File: config.mk
export PLATFORM = sky130hd
export DESIGN_NAME = color_threshold_mask_centroid
export DESIGN_NICKNAME = d
export VERILOG_FILES = /design/src/hdl/ctmc_pkg.sv /design/src/hdl/ctmc_front.sv /design/src/hdl/ctmc_fifo.sv /design/src/hdl/ctmc_back.sv /design/src/hdl/color_threshold_mask_centroid.sv
export SDC_FILE = /design/constraint.sdc
export NUM_CORES = 1
export LEC_CHECK = 0
export ABC_AREA = 1
export BUFFER_PORTS_ARGS = -buffer_cell sky130_fd_sc_hd__buf_4
export CAP_MARGIN = 20
export CORE_UTILIZATION = 55
export CTS_CLUSTER_SIZE = 40
export DETAILED_ROUTE_END_ITERATION = 8
export PLACE_DENSITY = 0.72
export SETUP_SLACK_MARGIN = 0.4
export SYNTH_ARGS = -nofsm -noshare
export SYNTH_HDL_FRONTEND = slang
export SYNTH_HIERARCHICAL = 1
export SYNTH_SLANG_ARGS = --single-unit
File: constraint.sdc
create_clock -name clock -period 11.3 [get_ports clock]
set_clock_uncertainty 0.05 [all_clocks]
set_input_delay 2.26 -clock clock [delete_from_list [all_inputs] [get_ports clock]]
set_output_delay 2.26 -clock clock [all_outputs]
set_load 0.03 [all_outputs]
File: src/hdl/ctmc_pkg.sv
package ctmc_pkg;

   localparam int unsigned CHAN_W    = 8;
   localparam int unsigned COORD_W   = 11;
   localparam int unsigned COUNT_W   = 23;
   localparam int unsigned SUM_W     = 33;
   localparam int unsigned MAX_DIM   = 2048;
   localparam int unsigned COUNT_CAP = 4194304;
   localparam int unsigned NUM_REGS  = 6;
   localparam int unsigned IDX_W     = 3;
   localparam int unsigned QUEUE_DEPTH = 2;
   localparam int unsigned QPTR_W    = $clog2(QUEUE_DEPTH);
   localparam int unsigned STEP_W    = $clog2(COORD_W);
   localparam int unsigned REM_W     = SUM_W - COORD_W + 1;

   typedef enum logic [IDX_W-1:0] {
      REG_HUE_LOW  = 3'd0,
      REG_HUE_HIGH = 3'd1,
      REG_SAT_LOW  = 3'd2,
      REG_SAT_HIGH = 3'd3,
      REG_VAL_LOW  = 3'd4,
      REG_VAL_HIGH = 3'd5
   } reg_index_type;

   localparam logic [CHAN_W-1:0] HUE_LOW_RESET  = 8'd110;
   localparam logic [CHAN_W-1:0] HUE_HIGH_RESET = 8'd130;
   localparam logic [CHAN_W-1:0] SAT_LOW_RESET  = 8'd50;
   localparam logic [CHAN_W-1:0] SAT_HIGH_RESET = 8'd255;
   localparam logic [CHAN_W-1:0] VAL_LOW_RESET  = 8'd50;
   localparam logic [CHAN_W-1:0] VAL_HIGH_RESET = 8'd255;

   typedef struct packed {
      logic [SUM_W-1:0]   sum_col;
      logic [SUM_W-1:0]   sum_row;
      logic [COUNT_W-1:0] count;
   } frame_sum_type;

   typedef struct packed {
      logic full;
      logic empty;
   } q_status_type;

endpackage

File: src/hdl/ctmc_front.sv
module ctmc_front import ctmc_pkg::*; (
   input  logic                clock,
   input  logic                reset,
   input  logic                req_valid,
   output logic                req_stall,
   input  logic [CHAN_W-1:0]   req_hue,
   input  logic [CHAN_W-1:0]   req_saturation,
   input  logic [CHAN_W-1:0]   req_brightness,
   input  logic [COORD_W-1:0]  req_column,
   input  logic [COORD_W-1:0]  req_row,
   input  logic                req_frame_end,
   input  logic                csr_write_enable,
   input  logic [IDX_W-1:0]    csr_index,
   input  logic [CHAN_W-1:0]   csr_write_data,
   input  q_status_type        q_status,
   output logic                q_push,
   output frame_sum_type       q_data
);

   logic [CHAN_W-1:0]  hue_low_ff, hue_high_ff, sat_low_ff, sat_high_ff;
   logic [CHAN_W-1:0]  val_low_ff, val_high_ff;
   logic [SUM_W-1:0]   sum_col_ff, sum_col_in, sum_row_ff, sum_row_in;
   logic [SUM_W-1:0]   next_col, next_row;
   logic [COUNT_W-1:0] count_ff, count_in, next_count;
   logic               accept, fg, add;

   assign req_stall = q_status.full;
   assign accept    = req_valid && !req_stall;

   assign fg = (req_hue >= hue_low_ff) && (req_hue <= hue_high_ff) &&
               (req_saturation >= sat_low_ff) && (req_saturation <= sat_high_ff) &&
               (req_brightness >= val_low_ff) && (req_brightness <= val_high_ff) &&
               (32'(req_column) < MAX_DIM) && (32'(req_row) < MAX_DIM);
   assign add = fg && (32'(count_ff) < COUNT_CAP);

   always_comb begin
      next_col   = sum_col_ff + (add ? SUM_W'(req_column) : '0);
      next_row   = sum_row_ff + (add ? SUM_W'(req_row) : '0);
      next_count = count_ff + (add ? COUNT_W'(1) : '0);
      sum_col_in = sum_col_ff;
      sum_row_in = sum_row_ff;
      count_in   = count_ff;
      if (accept) begin
         if (req_frame_end) begin
            sum_col_in = '0;
            sum_row_in = '0;
            count_in   = '0;
         end else begin
            sum_col_in = next_col;
            sum_row_in = next_row;
            count_in   = next_count;
         end
      end
   end

   assign q_push         = accept && req_frame_end;
   assign q_data.sum_col = next_col;
   assign q_data.sum_row = next_row;
   assign q_data.count   = next_count;

   always_ff @(posedge clock) begin
      if (reset) begin
         sum_col_ff <= '0;
         sum_row_ff <= '0;
         count_ff   <= '0;
      end else begin
         sum_col_ff <= sum_col_in;
         sum_row_ff <= sum_row_in;
         count_ff   <= count_in;
      end
   end

   always_ff @(posedge clock) begin
      if (reset) begin
         hue_low_ff  <= HUE_LOW_RESET;
         hue_high_ff <= HUE_HIGH_RESET;
         sat_low_ff  <= SAT_LOW_RESET;
         sat_high_ff <= SAT_HIGH_RESET;
         val_low_ff  <= VAL_LOW_RESET;
         val_high_ff <= VAL_HIGH_RESET;
      end else if (csr_write_enable) begin
         case (reg_index_type'(csr_index))
            REG_HUE_LOW:  hue_low_ff  <= csr_write_data;
            REG_HUE_HIGH: hue_high_ff <= csr_write_data;
            REG_SAT_LOW:  sat_low_ff  <= csr_write_data;
            REG_SAT_HIGH: sat_high_ff <= csr_write_data;
            REG_VAL_LOW:  val_low_ff  <= csr_write_data;
            REG_VAL_HIGH: val_high_ff <= csr_write_data;
            default: ;
         endcase
      end
   end

endmodule

File: src/hdl/ctmc_fifo.sv
module ctmc_fifo import ctmc_pkg::*; (
   input  logic          clock,
   input  logic          reset,
   input  logic          push,
   input  frame_sum_type push_data,
   input  logic          pop,
   output frame_sum_type pop_data,
   output q_status_type  status
);

   frame_sum_type     entry_ff [QUEUE_DEPTH];
   logic [QPTR_W-1:0] wr_ptr_ff, wr_ptr_in, rd_ptr_ff, rd_ptr_in;
   logic [QPTR_W:0]   fill_ff, fill_in;
   logic              do_push, do_pop;

   assign status.full  = (32'(fill_ff) == QUEUE_DEPTH);
   assign status.empty = (fill_ff == '0);
   assign do_push      = push && !status.full;
   assign do_pop       = pop && !status.empty;
   assign pop_data     = entry_ff[rd_ptr_ff];

   always_comb begin
      wr_ptr_in = do_push ? QPTR_W'(wr_ptr_ff + 1'b1) : wr_ptr_ff;
      rd_ptr_in = do_pop ? QPTR_W'(rd_ptr_ff + 1'b1) : rd_ptr_ff;
      fill_in   = fill_ff;
      if (do_push && !do_pop) begin
         fill_in = fill_ff + 1'b1;
      end else if (do_pop && !do_push) begin
         fill_in = fill_ff - 1'b1;
      end
   end

   always_ff @(posedge clock) begin
      if (reset) begin
         wr_ptr_ff <= '0;
         rd_ptr_ff <= '0;
         fill_ff   <= '0;
      end else begin
         wr_ptr_ff <= wr_ptr_in;
         rd_ptr_ff <= rd_ptr_in;
         fill_ff   <= fill_in;
      end
   end

   always_ff @(posedge clock) begin
      if (do_push) begin
         entry_ff[wr_ptr_ff] <= push_data;
      end
   end

endmodule

File: src/hdl/ctmc_back.sv
module ctmc_back import ctmc_pkg::*; (
   input  logic                clock,
   input  logic                reset,
   input  q_status_type        q_status,
   input  frame_sum_type       q_data,
   output logic                q_pop,
   output logic                rsp_valid,
   input  logic                rsp_stall,
   output logic [COORD_W-1:0]  rsp_centroid_col,
   output logic [COORD_W-1:0]  rsp_centroid_row,
   output logic [COUNT_W-1:0]  rsp_pixel_count,
   output logic                rsp_no_pixels
);

   typedef enum logic [2:0] {
      ST_IDLE = 3'b001,
      ST_DIV  = 3'b010,
      ST_DONE = 3'b100
   } state_type;

   state_type           state_ff, state_in;
   logic [REM_W-2:0]    rem_col_ff, rem_col_in, rem_row_ff, rem_row_in;
   logic [COORD_W-1:0]  dvd_col_ff, dvd_col_in, dvd_row_ff, dvd_row_in;
   logic [COORD_W-1:0]  quo_col_ff, quo_col_in, quo_row_ff, quo_row_in;
   logic [COUNT_W-1:0]  div_ff, div_in;
   logic [STEP_W-1:0]   step_ff, step_in;
   logic                out_valid_ff, out_valid_in;
   logic [COORD_W-1:0]  out_col_ff, out_col_in, out_row_ff, out_row_in;
   logic [COUNT_W-1:0]  out_count_ff, out_count_in;
   logic                out_empty_ff, out_empty_in;
   logic [REM_W-1:0]    sh_col, sh_row;
   logic [REM_W:0]      diff_col, diff_row;
   logic                ge_col, ge_row, out_free;

   assign out_free = !out_valid_ff || !rsp_stall;

   // one restoring step per cycle on both coordinates
   assign sh_col   = {rem_col_ff, dvd_col_ff[COORD_W-1]};
   assign sh_row   = {rem_row_ff, dvd_row_ff[COORD_W-1]};
   assign diff_col = {1'b0, sh_col} - (REM_W+1)'(div_ff);
   assign diff_row = {1'b0, sh_row} - (REM_W+1)'(div_ff);
   assign ge_col   = !diff_col[REM_W];
   assign ge_row   = !diff_row[REM_W];

   always_comb begin
      state_in     = state_ff;
      rem_col_in   = rem_col_ff;
      rem_row_in   = rem_row_ff;
      dvd_col_in   = dvd_col_ff;
      dvd_row_in   = dvd_row_ff;
      quo_col_in   = quo_col_ff;
      quo_row_in   = quo_row_ff;
      div_in       = div_ff;
      step_in      = step_ff;
      q_pop        = 1'b0;
      out_valid_in = out_valid_ff && rsp_stall;
      out_col_in   = out_col_ff;
      out_row_in   = out_row_ff;
      out_count_in = out_count_ff;
      out_empty_in = out_empty_ff;
      case (state_ff)
         ST_IDLE: begin
            if (!q_status.empty) begin
               q_pop      = 1'b1;
               div_in     = q_data.count;
               rem_col_in = (REM_W-1)'(q_data.sum_col[SUM_W-1:COORD_W]);
               rem_row_in = (REM_W-1)'(q_data.sum_row[SUM_W-1:COORD_W]);
               dvd_col_in = q_data.sum_col[COORD_W-1:0];
               dvd_row_in = q_data.sum_row[COORD_W-1:0];
               quo_col_in = '0;
               quo_row_in = '0;
               step_in    = STEP_W'(COORD_W - 1);
               state_in   = (q_data.count == '0) ? ST_DONE : ST_DIV;
            end
         end
         ST_DIV: begin
            rem_col_in = ge_col ? diff_col[REM_W-2:0] : sh_col[REM_W-2:0];
            rem_row_in = ge_row ? diff_row[REM_W-2:0] : sh_row[REM_W-2:0];
            dvd_col_in = {dvd_col_ff[COORD_W-2:0], 1'b0};
            dvd_row_in = {dvd_row_ff[COORD_W-2:0], 1'b0};
            quo_col_in = {quo_col_ff[COORD_W-2:0], ge_col};
            quo_row_in = {quo_row_ff[COORD_W-2:0], ge_row};
            step_in    = step_ff - 1'b1;
            if (step_ff == '0) begin
               state_in = ST_DONE;
            end
         end
         ST_DONE: begin
            if (out_free) begin
               out_valid_in = 1'b1;
               out_col_in   = quo_col_ff;
               out_row_in   = quo_row_ff;
               out_count_in = div_ff;
               out_empty_in = (div_ff == '0);
               state_in     = ST_IDLE;
            end
         end
         default: begin
            state_in = ST_IDLE;
         end
      endcase
   end

   always_ff @(posedge clock) begin
      if (reset) begin
         state_ff     <= ST_IDLE;
         out_valid_ff <= 1'b0;
      end else begin
         state_ff     <= state_in;
         out_valid_ff <= out_valid_in;
      end
   end

   always_ff @(posedge clock) begin
      rem_col_ff   <= rem_col_in;
      rem_row_ff   <= rem_row_in;
      dvd_col_ff   <= dvd_col_in;
      dvd_row_ff   <= dvd_row_in;
      quo_col_ff   <= quo_col_in;
      quo_row_ff   <= quo_row_in;
      div_ff       <= div_in;
      step_ff      <= step_in;
      out_col_ff   <= out_col_in;
      out_row_ff   <= out_row_in;
      out_count_ff <= out_count_in;
      out_empty_ff <= out_empty_in;
   end

   assign rsp_valid        = out_valid_ff;
   assign rsp_centroid_col = out_col_ff;
   assign rsp_centroid_row = out_row_ff;
   assign rsp_pixel_count  = out_count_ff;
   assign rsp_no_pixels    = out_empty_ff;

endmodule

File: src/hdl/color_threshold_mask_centroid.sv
// HSV threshold mask with per-frame centroid of the foreground pixels.
// req channel: one pixel item per clock while req_stall is low (hue,
// saturation, brightness, column, row, frame_end). A pixel is
// foreground when each channel lies within its inclusive csr bounds;
// foreground positions are summed and counted.
// csr port: write-only, registers 0..5 are hue/sat/val low/high bounds.
// rsp channel: one item per frame, carrying mean column and row, count
// and the no_pixels flag. Sums go through the queue, divider and output
// register (an empty frame skips the divide state); the divider resolves
// one quotient bit per cycle, both coordinates together.
// Frame sums pass through a two-entry queue; req_stall is high only while
// that queue holds two frames not yet started by the divider.
// A stalled rsp item holds in the output register while the divider
// starts on the next queued frame.
// Reset (synchronous) restores the default bounds, clears the sums and
// empties the queue and the output register.
module color_threshold_mask_centroid import ctmc_pkg::*; (
   input  logic                clock,
   input  logic                reset,
   input  logic                req_valid,
   output logic                req_stall,
   input  logic [CHAN_W-1:0]   req_hue,
   input  logic [CHAN_W-1:0]   req_saturation,
   input  logic [CHAN_W-1:0]   req_brightness,
   input  logic [COORD_W-1:0]  req_column,
   input  logic [COORD_W-1:0]  req_row,
   input  logic                req_frame_end,
   output logic                rsp_valid,
   input  logic                rsp_stall,
   output logic [COORD_W-1:0]  rsp_centroid_col,
   output logic [COORD_W-1:0]  rsp_centroid_row,
   output logic [COUNT_W-1:0]  rsp_pixel_count,
   output logic                rsp_no_pixels,
   input  logic                csr_write_enable,
   input  logic [IDX_W-1:0]    csr_index,
   input  logic [CHAN_W-1:0]   csr_write_data
);

   q_status_type  q_status;
   frame_sum_type push_data, pop_data;
   logic          q_push, q_pop;

   ctmc_front u_front (
      .clock            (clock),
      .reset            (reset),
      .req_valid        (req_valid),
      .req_stall        (req_stall),
      .req_hue          (req_hue),
      .req_saturation   (req_saturation),
      .req_brightness   (req_brightness),
      .req_column       (req_column),
      .req_row          (req_row),
      .req_frame_end    (req_frame_end),
      .csr_write_enable (csr_write_enable),
      .csr_index        (csr_index),
      .csr_write_data   (csr_write_data),
      .q_status         (q_status),
      .q_push           (q_push),
      .q_data           (push_data)
   );

   ctmc_fifo u_fifo (
      .clock     (clock),
      .reset     (reset),
      .push      (q_push),
      .push_data (push_data),
      .pop       (q_pop),
      .pop_data  (pop_data),
      .status    (q_status)
   );

   ctmc_back u_back (
      .clock            (clock),
      .reset            (reset),
      .q_status         (q_status),
      .q_data           (pop_data),
      .q_pop            (q_pop),
      .rsp_valid        (rsp_valid),
      .rsp_stall        (rsp_stall),
      .rsp_centroid_col (rsp_centroid_col),
      .rsp_centroid_row (rsp_centroid_row),
      .rsp_pixel_count  (rsp_pixel_count),
      .rsp_no_pixels    (rsp_no_pixels)
   );

endmodule

---- Word-level counts from Yosys, hierarchy flattened ----
Memories as Yosys holds them, arrays and structs flattened. A register that Yosys moved wholly into a read port is not among the register bits.
Index checks and enable logic that the tools add are counted.
storage, ports and cells
  register bits after elaboration ......... 306
  latch bits .............................. 0
  bits in writable memories ............... 178
  ROM bits ................................ 0
  bits of input ports ..................... 63
  output and inout bits ................... 48
  word-level logic and storage cells ...... 132
  memories ................................ 1
memory list
  name             words  bits a word  rd ports  clocked after memory_dff  write ports  RTL line         RTL
  u_fifo.entry_ff  2      89           1         1                         1            ctmc_fifo.sv:11  frame_sum_type entry_ff [QUEUE_DEPTH];
operators by class
  add/sub/neg operators ................... 10
  $mul .................................... 0
  div/mod/pow operators ................... 0
  $lt $le $gt $ge ......................... 7
  eq/ne operators ......................... 12
  shifts and indexed selects .............. 0
  multiplexer cells ....................... 36
  bitwise logic cells ..................... 1
  reduce and logical (&&, ||, !) cells .... 39
operator list
  operator                number
  $mux W22                4
  $pmux W11 S2            4
  $pmux W22 S2            2
  $add A33 B33 Y33        2
  $mux W33                2
  $mux W11                5
  $sub A23 B23 Y24        2
  $logic_not A23 Y1       2
  $ge A8 B8 Y1            3
  $le A8 B8 Y1            3
  $add A23 B23 Y23        1
  $lt A23 B23 Y1 const B  1
  $mux W23                1
  $reduce_and A2 Y1       9
  $logic_and A1 B1 Y1     13
  $mux W3                 4
  $eq A3 B2 Y1 const B    3
  $eq A3 B3 Y1 const B    3
  $mux W1                 9
  $pmux W3 S3             1
  $logic_not A1 Y1        8
  $pmux W4 S2             1
  $eq A3 B1 Y1 const B    2
  $logic_not A4 Y1        1
  15 further kinds        19

---- Logic depth before layout (Yosys ltp) ----
Gate-level depths: netlist (run 1).
  depth in word-level cells ............... 10
  depth in mapped cells ................... 29
  gate-level depth less buffers ........... 28

---- Modules after synthesis ----
The synthesis (run 1) kept the hierarchy.
by module, submodules not included
  module      times used  cells an instance  area an instance (sq um)  sequential area each (sq um)
  ctmc_back   1           1291               10104.7                   4914.7
  ctmc_front  1           1533               9678.0                    2742.6
  ctmc_fifo   1           314                6696.4                    5445.2

---- Worst setup path before layout (run 1) ----
No wires, ideal clock.
  path kind ............................... flip-flop to flip-flop
  start ................................... register u_back.state_ff[1]
  end ..................................... register u_back.dvd_col_ff[0], enable pin
  setup time .............................. 0.670 ns
  data arrival time ....................... 7.133 ns
  slack ................................... 3.447 ns
  cell stages (with the launch flop) ...... 4
  buffers on the path ..................... 0
  path through ............................ dfxtp_1 -> nor3_1 -> inv_1 -> o21ai_0
on the way
  cells in the longest elaborated chain, start to end .. 3
ends and longest elaborated chain
  element                                                              RTL line          RTL
  start: declaration                                                   ctmc_back.sv:21   state_type state_ff, state_in;
  start signal: assignment                                             ctmc_back.sv:109  state_ff <= state_in;
  $eq A3 B1 Y1 or $eq A3 B2 Y1 (tied branches)                         ctmc_back.sv:61   case (state_ff)
  $ne A2 B2 Y1 (no source line) or $reduce_bool A2 Y1 (tied branches)  n/a
  $reduce_and A2 Y1 (no source line) *                                 n/a
  end signal: assignment                                               ctmc_back.sv:117  dvd_col_ff <= dvd_col_in;
  end: declaration                                                     ctmc_back.sv:23   logic [COORD_W-1:0] dvd_col_ff, dvd_col_in, dvd_row_ff, dvd_row_in;
Every way passes the cells marked *; elsewhere a longest branch is shown, timed or not.
A chain may end at the register's enable or synchronous reset.

==> qor.txt, run 1 <==
Mapped cell area - 0.0265 mm2
Largest net degree at the start of global routing - 72
Initial Util - 55.6%
Clock Pin Slew Worst Setup and Hold Paths - 0.06 ns
Asr flop ratio synth - 0%
VDD IR max - 0.000146 V
CP max stage delay - 0.42 ns
Worst r2r src - u_front/hue_high_ff[7]
Number of diodes - 0
Critical path arrival - 5.79 ns
Number of max-cap violations - 0
Lkg Pwr - 13.2 nW
Die area - 0.0490 mm2
Synth cell types - 52
Die Height - 221 um
Detailed Place HPWL - 47100 um
Die Wd - 221 um
Syn. warnings - 6
Post-route ant nets - 0
Critical Path Start Type - primary input
Via count - 20941
Largest cells by area after synthesis - edfxtp_1 (38%), nand2_1 (14%), dfxtp_1 (11%), inv_1 (6.7%), ha_1 (5.7%)
Hold Crit Endpoint - u_back/rsp_centroid_row[10]
Worst Path Max Fanout - 20
Cell Chain, Critical Path - buf_4, ha_1, a21oi_1, o21a_1, nand2_1, nand2_1, nand3_1, nor2_1, nand4_1, buf_8, nor2_1, ha_1, inv_1, fa_1, nor2_1, o21ai_0, nand2_1, nand2_1, nand2_2, xor2_1, nand2_1, a21oi_1
CORE AREA - 0.0476 mm2
I/O Buffers - 110
Final period util - 47.0%
Design area - 0.0296 mm2
R2r setup slk - 7.43 ns
Initial antenna violation count - 0
Routability cong. - 0.945
Post-synth top area share - 38.4%
Measured slew at the worst slew-check pin - 0.988 ns
Crit path time final - 5.31 ns
Hold Vio Cnt, Final - 0
Slowest CP cell - fa_1
Final wirelength - 65700 um
Io pins - 111
Relative slew slack - 33.9%
Cell mode on critical path - nand2_1
P per Cell Area - 222 mW/mm2
Initial DRC count - 1796
Final setup vio count - 0
WL/cell - 16.9 um
Area of placed instances - 0.0279 mm2
Setup_tns - 0 ns
Synth cell count leaders - nand2_1 (992), inv_1 (475), edfxtp_1 (339)
Hold buffer count at CTS - 0
CTS root buf - clkbuf_16
PostCTS Resize Cnt - 0
Postcts setup bufs - 0
Post-synthesis register bit count - 485
Post-synthesis cell count - 3138
Unrepaired setup endpoints after global routing - false
Layout cells sized above 1 - 11.3%
Vias per inst - 5.37
Drt first pass iters - 6
Hold Path Class - reg -> reg
TritonCTS clock tree - yes
Critical path buffers and inverters - 3
WS Path Type - in -> reg
Hold path startpoint - u_back/quo_row_ff[10]
Critical Path RT - 11.77 ns
Total Routing Usage GR - 26.9%
Hold path depth - 0
Status - finished, final reports clean
Post-route DRC - 0
Clock tree sinks - 485
Fmax - 188 MHz
Vias in the first global route - 20434
Biggest area consumer among synthesized cells - edfxtp_1
Rows - 80
First-pass GRT wire length - 105000 um
Depth of the most critical reg-to-reg path - 22
Clk buf depth - 3
Crit. End Element - flop
EDFF count, synth - 339
H-tree Lvls - 2
Final Max Tran Viols - 0
Clock Latency Late Sink - 0.61 ns
Gr ovfl total - 0
Worst reg2reg path endpoint - u_front/sum_row_ff[12]
CTS Buf Count - 51
Post-Syn Nets - 3325
Fillers - 4060
Ys flop type - edfxtp_1
Mean area per synthesized cell - 8.44 um2
Post-layout nets - 3428
Top delay family on crit path - simple AND/OR/NAND/NOR gates
Top-count cell post-synth - nand2_1
Post-synthesis sequential area ratio - 49.5%
Area Growth Syn to Fin - 11.7%
[worst max path at each step]
| stage | to | slack (ns) | depth (start not counted) | startpoint |
|---|---|---|---|---|
| after global routing | u_front/sum_row_ff[12] | 5.71 | 23 | req_hue[3] |
| after CTS | u_front/sum_row_ff[12] | 6.08 | 22 | req_hue[7] |
| after global placement | u_fifo/entry_ff[0][43] | 4.87 | 23 | req_hue[1] |
| final | u_front/sum_row_ff[12] | 5.99 | 22 | req_hue[7] |
| after detailed placement | u_fifo/entry_ff[0][43] | 5.46 | 22 | req_hue[0] |
| after floorplan | u_back/dvd_col_ff[0] | 3.45 | 3 | u_back/state_ff[1] |
[report_power, final]
group	total, mW	switching [mW]	internal [mW]
logic	2.45	1.65	0.791
clock network	1.64	0.712	0.932
registers	2.47	0.154	2.31
total	6.56	2.52	4.04
[flip-flops by register name, indices dropped and copies added (netlist names), 2 cells and up, named ones only]
register,flops
u_front/sum_col_ff,33
u_front/val_low_ff,8
u_back/rem_row_ff,22
u_front/hue_low_ff,8
u_front/val_high_ff,8
u_back/quo_row_ff,11
u_back/rsp_centroid_col,11
u_front/sat_low_ff,8
u_front/sum_row_ff,33
u_back/rem_col_ff,22
u_back/state_ff,3
u_front/hue_high_ff,8
u_fifo/fill_ff,2
u_back/rsp_centroid_row,11
u_back/div_ff,23
u_back/rsp_pixel_count,23
u_fifo/entry_ff,178
u_back/quo_col_ff,11
u_front/sat_high_ff,8
u_front/count_ff,23
u_back/step_ff,4
u_back/dvd_col_ff,11
u_back/dvd_row_ff,11
[stage by stage]
step	setup slack, ns	cells	power [mW]	hold slack, ns	util (%)
after CTS	6.08	3897	6.57	0.369	62.0
after detailed placement	5.46	3802	4.91	0.357	58.5
after floorplan	3.45	3138	4.31	0.350	-
after global routing	5.71	3898	6.98	0.378	62.1
final	5.99	3898	6.56	0.367	62.1
after global placement	4.87	3801	4.87	0.353	58.5
[cell type report]
type                       instances  area [um2]  area share [%]
clock buffer                      68        1370            4.63
sequential                       485       13100            44.3
timing repair buffer             126         973            3.29
multi-input combinational       2091       11200            38.0
inverter                         486        1820            6.17
tap                              615         769            2.60
clock inverter                    27         280           0.948
[layer usage]
layer | track usage, % | vias up | routed length (um)
li1 | - | 10377 | -
met1 | 36.3 | 9867 | 29700
met2 | 45.2 | 585 | 30600
met3 | 3.57 | 112 | 3560
met4 | 8.38 | 0 | 1810
met5 | 0 | - | 0
[placed cells by master (no fill, tap or decap), types with 30 or more instances in the layout]
cell type | netlist | routed
ha_1 | 120 | 120
nor2_1 | 212 | 208
nor3_1 | 32 | 32
clkbuf_16 | 0 | 51
inv_1 | 475 | 475
o21ai_0 | 52 | 51
a21oi_1 | 167 | 167
mux2_2 | 79 | 79
nand2_1 | 992 | 992
buf_4 | 5 | 124
nand3_1 | 161 | 160
xor2_1 | 30 | 30
dfxtp_1 | 146 | 145
edfxtp_1 | 339 | 339
nand4_1 | 57 | 57
[kinds of logic after synthesis]
logic type      Yosys count  synth area share (%)
compound gates          265                  5.38
simple gates           1556                  24.9
xor+xnor                 57                  2.08
fa+ha+maj               124                  5.97
buf+inv                 562                  8.27
mux                      89                  3.93
flops                   485                  49.5
No activity file was read; power rests on OpenSTA's default activity.
==> inputs of run 2 (changes only) <==
PLACE_DENSITY = 0.75   (was 0.72)
clock period = 4.45 ns   (was 11.3 ns; I/O delays follow)
==> run 2 against run 1 <==
Final cell count rose by 0.36%; first-iteration DRC count shrank 16%; worst hold slack improved by 0.0045 ns; register-to-register slack got worse by 6.8 ns; clock-buffer cell count grew 4; critical path type unchanged; critical endpoint is now u_front/sum_row_ff[32].
==> qor.txt, run 2 (synthesis gave the netlist of run 1 again) <==
Layout cells sized above 1 - 11.8% (+0.53 points)
Hold Vio Cnt, Final - 0 (unchanged)
Total Routing Usage GR - 26.3% (-0.63 points)
Relative slew slack - 28.2% (-5.7 points)
Biggest register - u_fifo/entry_ff
VDD IR max - 0.000392 V (+170%)
Clock Latency Late Sink - 0.60 ns (about the same)
Fmax - 259 MHz
Vias per inst - 5.35 (-0.37%)
Post-layout nets - 3442 (+0.41%)
Measured slew at the worst slew-check pin - 1.08 ns (+0.0884 ns)
Crit path time final - 3.87 ns
Drt first pass iters - 6 (unchanged)
Clk buf depth - 3 (unchanged)
Finished Core Util - 62.4% (+0.34 points)
H-tree Lvls - 2 (unchanged)
TritonCTS clock tree - yes
Number of diodes - 0 (unchanged)
P per Cell Area - 561 mW/mm2 (+150%)
Area Growth Syn to Fin - 12.3%
Critical Path RT - 4.91 ns (-6.86 ns)
Hold Path Class - reg -> reg
CTS Buf Count - 51 (unchanged)
First-pass GRT wire length - 103000 um (-1.8%)
Clock tree sinks - 485 (unchanged)
Die area - 0.0490 mm2 (unchanged)
Initial antenna violation count - 0 (unchanged)
Area of the multi-input gates - 0.0112 mm2 (unchanged)
Setup_tns - 0 ns (unchanged)
Rows - 80 (unchanged)
Initial Util - 55.6% (unchanged)
Clock Pin Slew Worst Setup and Hold Paths - 0.06 ns (about the same)
Hold buffer count at CTS - 0 (unchanged)
Routability cong. - 0.984 (+4.1%)
Die Wd - 221 um (unchanged)
Final Max Tran Viols - 0 (unchanged)
Gr ovfl total - 0 (unchanged)
Initial DRC count - 1503 (-16%)
Critical path arrival - 4.33 ns (-1.46 ns)
WS Path Type - in -> reg
Critical Path Start Type - primary input
Most frequent cells in the layout - nand2_1 (992), inv_1 (475), edfxtp_1 (339), nor2_1 (208), a21oi_1 (167)
Max reg flops - 178 (unchanged)
Worst Path Max Fanout - 4 (-80%)
Number of max-cap violations - 0 (unchanged)
CORE AREA - 0.0476 mm2 (unchanged)
Vias in the first global route - 20159 (-1.3%)
Status - finished, final reports clean
Largest net degree at the start of global routing - 90 (+25%)
Final period util - 86.9%
Crit. End Element - flop
Die Height - 221 um (unchanged)
Post-route ant nets - 0 (unchanged)
WL/cell - 16.6 um (-1.7%)
Unrepaired setup endpoints after global routing - false
Leading cell type in the layout, fill and taps excluded - nand2_1
Final setup vio count - 0 (unchanged)
Final wirelength - 64800 um (-1.4%)
Lkg Pwr - 13.3 nW (+0.50%)
CTS root buf - clkbuf_16
Setup WS post-layout - 0.585 ns (-5.40 ns)
Register area - 0.0131 mm2 (unchanged)
Detailed Place HPWL - 46800 um (-0.67%)
I/O Buffers - 110 (unchanged)
Post-route DRC - 0 (unchanged)
Pre-CTS WS - -0.00391 ns (-5.46 ns)
Fillers - 4035 (-0.62%)
Io pins - 111 (unchanged)
Largest regs - u_fifo/entry_ff (178), u_front/sum_col_ff (33), u_front/sum_row_ff (33)
Via count - 20938 (-0.014%)
-- run 2: cell count changes in the layout (fill, tap and decap cells not counted), moves of 2 or more --
| cell | before | now |
|---|---|---|
| buf_12 | 0 | 3 |
| buf_4 | 124 | 136 |
| bufinv_16 | 3 | 1 |
| clkbuf_1 | 14 | 10 |
| clkbuf_8 | 3 | 10 |
| clkinv_16 | 2 | 0 |
| clkinv_2 | 14 | 7 |
| clkinv_4 | 1 | 3 |
| clkinvlp_4 | 1 | 4 |
| inv_6 | 1 | 3 |
-- run 2: power by group --
part	switching, mW	internal, mW
clock network	1.79	2.40
registers	0.425	5.87
logic	4.14	2.05
total	6.36	10.3
-- run 2: metal layers --
| layer | part of all wire (%) | vias to the layer above | GRT usage, % |
|---|---|---|---|
| met4 | 3.1 | 0 | 9.83 |
| li1 | - | 10400 | - |
| met2 | 46 | 614 | 43.5 |
| met1 | 45 | 9813 | 35.6 |
| met3 | 5.5 | 111 | 3.20 |
| met5 | 0 | - | 0 |
-- run 2: repair_timing --
item,CTS,global route
setup buffers,0,2
endpoints found under the setup margin,0,4
gates resized for setup,0,1
-- run 2: worst paths after layout --
kind / from / end / slack, ns / cells after the start
worst max-delay path: req_hue[3] / u_front/sum_row_ff[32] / 0.58 / 24
worst min-delay path: u_back/quo_row_ff[10] / u_back/rsp_centroid_row[10] / 0.37 / 0
worst max register to register: u_front/hue_high_ff[3] / u_front/sum_row_ff[32] / 0.66 / 24
worst min register to register: u_back/quo_row_ff[10] / u_back/rsp_centroid_row[10] / 0.37 / 0
-- run 2: area by class of cell --
class	count	area share, %
multi-input combinational	2091	37.8
tap	615	2.59
inverter	486	6.14
clock buffer	72	4.97
timing repair buffer	140	3.73
sequential	485	44.1
clock inverter	23	0.669
-- run 2: through the flow --
step / instance area (um2) / std cells / power (mW) / hold WS [ns]
floorplan: 26500 / 3138 / 10.9 / 0.350
global placement: 28000 / 3814 / 12.4 / 0.353
detailed placement: 28000 / 3815 / 12.5 / 0.359
CTS: 29700 / 3910 / 16.7 / 0.375
global route: 29700 / 3912 / 17.7 / 0.383
finish: 29700 / 3912 / 16.7 / 0.372
-- run 2: worst max-delay path: stages --
cell	delay (ns)
buf_4	0.12
ha_1	0.31
a21oi_1	0.19
nand2_1	0.08
nand2_1	0.06
nand2_1	0.05
nand2_1	0.10
nand3_1	0.11
nor2_1	0.10
nand4_1	0.17
buf_4	0.20
nor2_1	0.09
ha_1	0.20
inv_1	0.07
fa_1	0.42
nor2_1	0.17
o21ai_0	0.10
nand2_1	0.17
nand2_1	0.09
nand2_1	0.12
nand3b_1	0.10
nand2_1	0.15
nand2_1	0.09
a21oi_1	0.18
==> inputs of run 3 (changes only) <==
ABC_AREA = unset   (was 1)
==> run 3 against run 2 <==
Worst setup slack worse by 0.26 ns; synthesized cell count down 31%; final cell count down 23%; non-clock buffer count up 114; fmax down 6.4%; combinational power down 21%; sequential power down 0.8%; power down 5.5%; worst hold slack worse by 0.0011 ns; clock power up 9.8%; register-to-register slack worse by 0.31 ns; critical path type unchanged; highest routed layer unchanged.
==> qor.txt, run 3 <==
Status - finished, final reports clean
Most frequent cells in the layout - edfxtp_1 (339), nand2_1 (249), buf_4 (237), dfxtp_1 (143), ha_1 (107)
Area of placed instances - 0.0266 mm2 (-5.0%)
Hold buffer count at CTS - 0 (unchanged)
Post-synthesis cell count - 2159 (-31%)
Syn. warnings - 6 (unchanged)
Rows - 76 (-5.0%)
Largest cells by area after synthesis - edfxtp_1 (42%), dfxtp_1 (12%), ha_1 (6.2%), nand2_1 (3.9%), mux2_2 (3.7%)
Leading cell type in the layout, fill and taps excluded - edfxtp_1
Die area - 0.0450 mm2 (-8.3%)
Met2 global-route usage - 42.7% (-0.79 points)
Met3 Use GR - 4.09% (+0.89 points)
Post-route ant nets - 0 (unchanged)
TritonCTS clock tree - yes
Ys flop type - edfxtp_1
Measured slew at the worst slew-check pin - 0.969 ns (-0.108 ns)
P per Cell Area - 545 mW/mm2 (-2.9%)
Post-synth top area share - 42.0% (+3.5 points)
Initial Util - 56.1% (+0.51 points)
Die Wd - 212 um (-4.2%)
WS Path Type - in -> reg
Met1 Usage GRT - 34.3% (-1.3 points)
Layout Cells excl Fill - 2995 (-23%)
CORE AREA - 0.0433 mm2 (-9.2%)
Number of diodes - 0 (unchanged)
Vias in the first global route - 17434 (-14%)
Post-synthesis sequential area ratio - 54.0% (+4.5 points)
Layout cells sized above 1 - 22.8% (+11 points)
Critical Path Start Type - primary input
Via count - 17734 (-15%)
Biggest register - u_fifo/entry_ff
Mean area per synthesized cell - 11.2 um2 (+33%)
Max reg flops - 178 (unchanged)
Hold Path Class - reg -> reg
Final period util - 92.8% (+5.9 points)
Design area - 0.0289 mm2 (-2.7%)
Post-synthesis register bit count - 485 (unchanged)
Vias per inst - 5.92 (+11%)
Initial antenna violation count - 0 (unchanged)
Worst Path Max Fanout - 8 (+4)
Area Growth Syn to Fin - 19.2%
Total Routing Usage GR - 25.8% (-0.49 points)
Clock Pin Slew Worst Setup and Hold Paths - 0.06 ns (about the same)
Synth cell count leaders - edfxtp_1 (339), nand2_1 (251), dfxtp_1 (146)
Routability cong. - 0.935 (-5.0%)
Placed Cells - 2877 (-25%)
VDD IR max - 0.000343 V (-13%)
Hold Vio Cnt, Final - 0 (unchanged)
Lkg Pwr - 11.4 nW (-15%)
Final Max Tran Viols - 0 (unchanged)
Mapped cell area - 0.0243 mm2 (-8.4%)
Final setup vio count - 0 (unchanged)
Clk buf depth - 3 (unchanged)
Final wirelength - 58600 um (-9.6%)
Crit path time final - 4.13 ns (+0.263 ns)
Critical Path RT - 4.72 ns (-0.19 ns)
EDFF count, synth - 339 (unchanged)
Critical path arrival - 4.40 ns (+0.07 ns)
CTS Buf Count - 51 (unchanged)
Detailed Place HPWL - 39800 um (-15%)
Crit. End Element - flop
Top-count cell post-synth - edfxtp_1
Post-Syn Nets - 2346 (-29%)
Die Height - 212 um (-4.2%)
Synth cell types - 87 (+67%)
Global routing's busiest layer - met2
Largest net degree at the start of global routing - 63 (-30%)
Clock Latency Late Sink - 0.62 ns (+0.02 ns)
First-pass GRT wire length - 91000 um (-12%)
WL/cell - 19.5 um (+18%)
Relative slew slack - 35.2% (+6.9 points)
Biggest area consumer among synthesized cells - edfxtp_1
Post-route DRC - 0 (unchanged)
Fmax - 242 MHz (-6.4%)
Clock tree sinks - 485 (unchanged)
Post-layout nets - 2554 (-26%)
Fillers - 3150 (-22%)
Io pins - 111 (unchanged)
Largest regs - u_fifo/entry_ff (178), u_front/sum_col_ff (33), u_front/sum_row_ff (33)
I/O Buffers - 110 (unchanged)
Gr ovfl total - 0 (unchanged)
H-tree Lvls - 2 (unchanged)
Initial DRC count - 1300 (-14%)
CTS root buf - clkbuf_16
Drt first pass iters - 5 (-1)
Asr flop ratio synth - 0% (unchanged)
Number of max-cap violations - 0 (unchanged)
Unrepaired setup endpoints after global routing - true
run 3: cell count changes after synthesis, moves of 30 or more:
cell / previous run / this run
a21oi_1: 167 / 107
a31oi_1: 1 / 31
and3_1: 4 / 64
inv_1: 475 / 96
mux2i_1: 0 / 50
nand2_1: 992 / 251
nand3_1: 161 / 36
nor2_1: 212 / 114
o211ai_1: 20 / 52
o21ai_1: 11 / 44
xnor2_1: 20 / 77
run 3: path summary, 6_finish.rpt:
kind	from	endpoint	slack [ns]	cells after the start
worst max register to register	u_front/sat_high_ff[6]	u_fifo/entry_ff[0][82]	0.35	19
worst min-delay path	u_back/quo_col_ff[10]	u_back/rsp_centroid_col[10]	0.37	0
worst min register to register	u_back/quo_col_ff[10]	u_back/rsp_centroid_col[10]	0.37	0
worst max-delay path	req_saturation[4]	u_fifo/entry_ff[0][82]	0.32	19
run 3: timing repair:
item | CTS | global route
pin swaps | 15 | 18
resized for setup | 15 | 47
endpoints found under the setup margin | 67 | 144
cloned | 0 | 2
setup buffers | 8 | 10
run 3: kinds of logic (layout without fill, tap and decap cells):
group / Yosys count / in the layout / synth area share, %
compound gates: 443 / 443 / 11.9
xor+xnor: 123 / 123 / 4.44
fa+ha+maj: 124 / 124 / 6.52
buf+inv: 196 / 446 / 3.68
flops: 485 / 485 / 54.0
mux: 140 / 140 / 6.39
simple gates: 648 / 649 / 13.1
run 3: power by group:
part           switching (mW)  leakage, nW  internal [mW]
sequential              0.450         4.28           5.80
clock                    1.83        0.897           2.77
combinational            2.88         6.18           2.02
total                    5.17         11.4           10.6
run 3: per-stage QoR:
step	util [%]	hold slack [ns]	setup TNS (ns)	power [mW]	setup WS [ns]
3_5_place_dp	61.5	0.356	-21.29	11.1	-0.345
4_1_cts	66.1	0.371	0	15.8	0.398
3_3_place_gp	61.5	0.351	-17.51	10.9	-0.319
2_1_floorplan	-	0.350	0	9.80	0.241
5_1_grt	66.8	0.376	0	16.5	0.266
6_report	66.8	0.371	0	15.8	0.322
run 3: layout make-up:
cell class,instances,area (um2),area share [%]
Clock buffer,56,1290,4.48
Clock inverter,40,533,1.84
Inverter,96,362,1.25
Multi-Input combinational cell,1479,10900,37.6
Sequential cell,485,13100,45.3
Tap cell,585,732,2.53
Timing Repair Buffer,254,2030,7.01
run 3: worst max-delay path, stage by stage:
cell and delay (ns):
buf_4 0.12, ha_1 0.28, nand4_1 0.15, or3_1 0.38
o41ai_2 0.07, buf_4 0.17, o2111a_2 0.26, buf_12 0.13
and3_4 0.19, ha_4 0.13, inv_2 0.03, fa_2 0.36
nor2b_4 0.14, o211ai_1 0.18, buf_4 0.20, a21bo_4 0.25
a21oi_4 0.20, nand2_1 0.09, xnor2_1 0.15
run 3: layer usage:
metal	share of wire, %	wire length [um]
met1	43	25100
met3	6.1	3590
met5	0	0
met4	3.2	1890
met2	48	28000
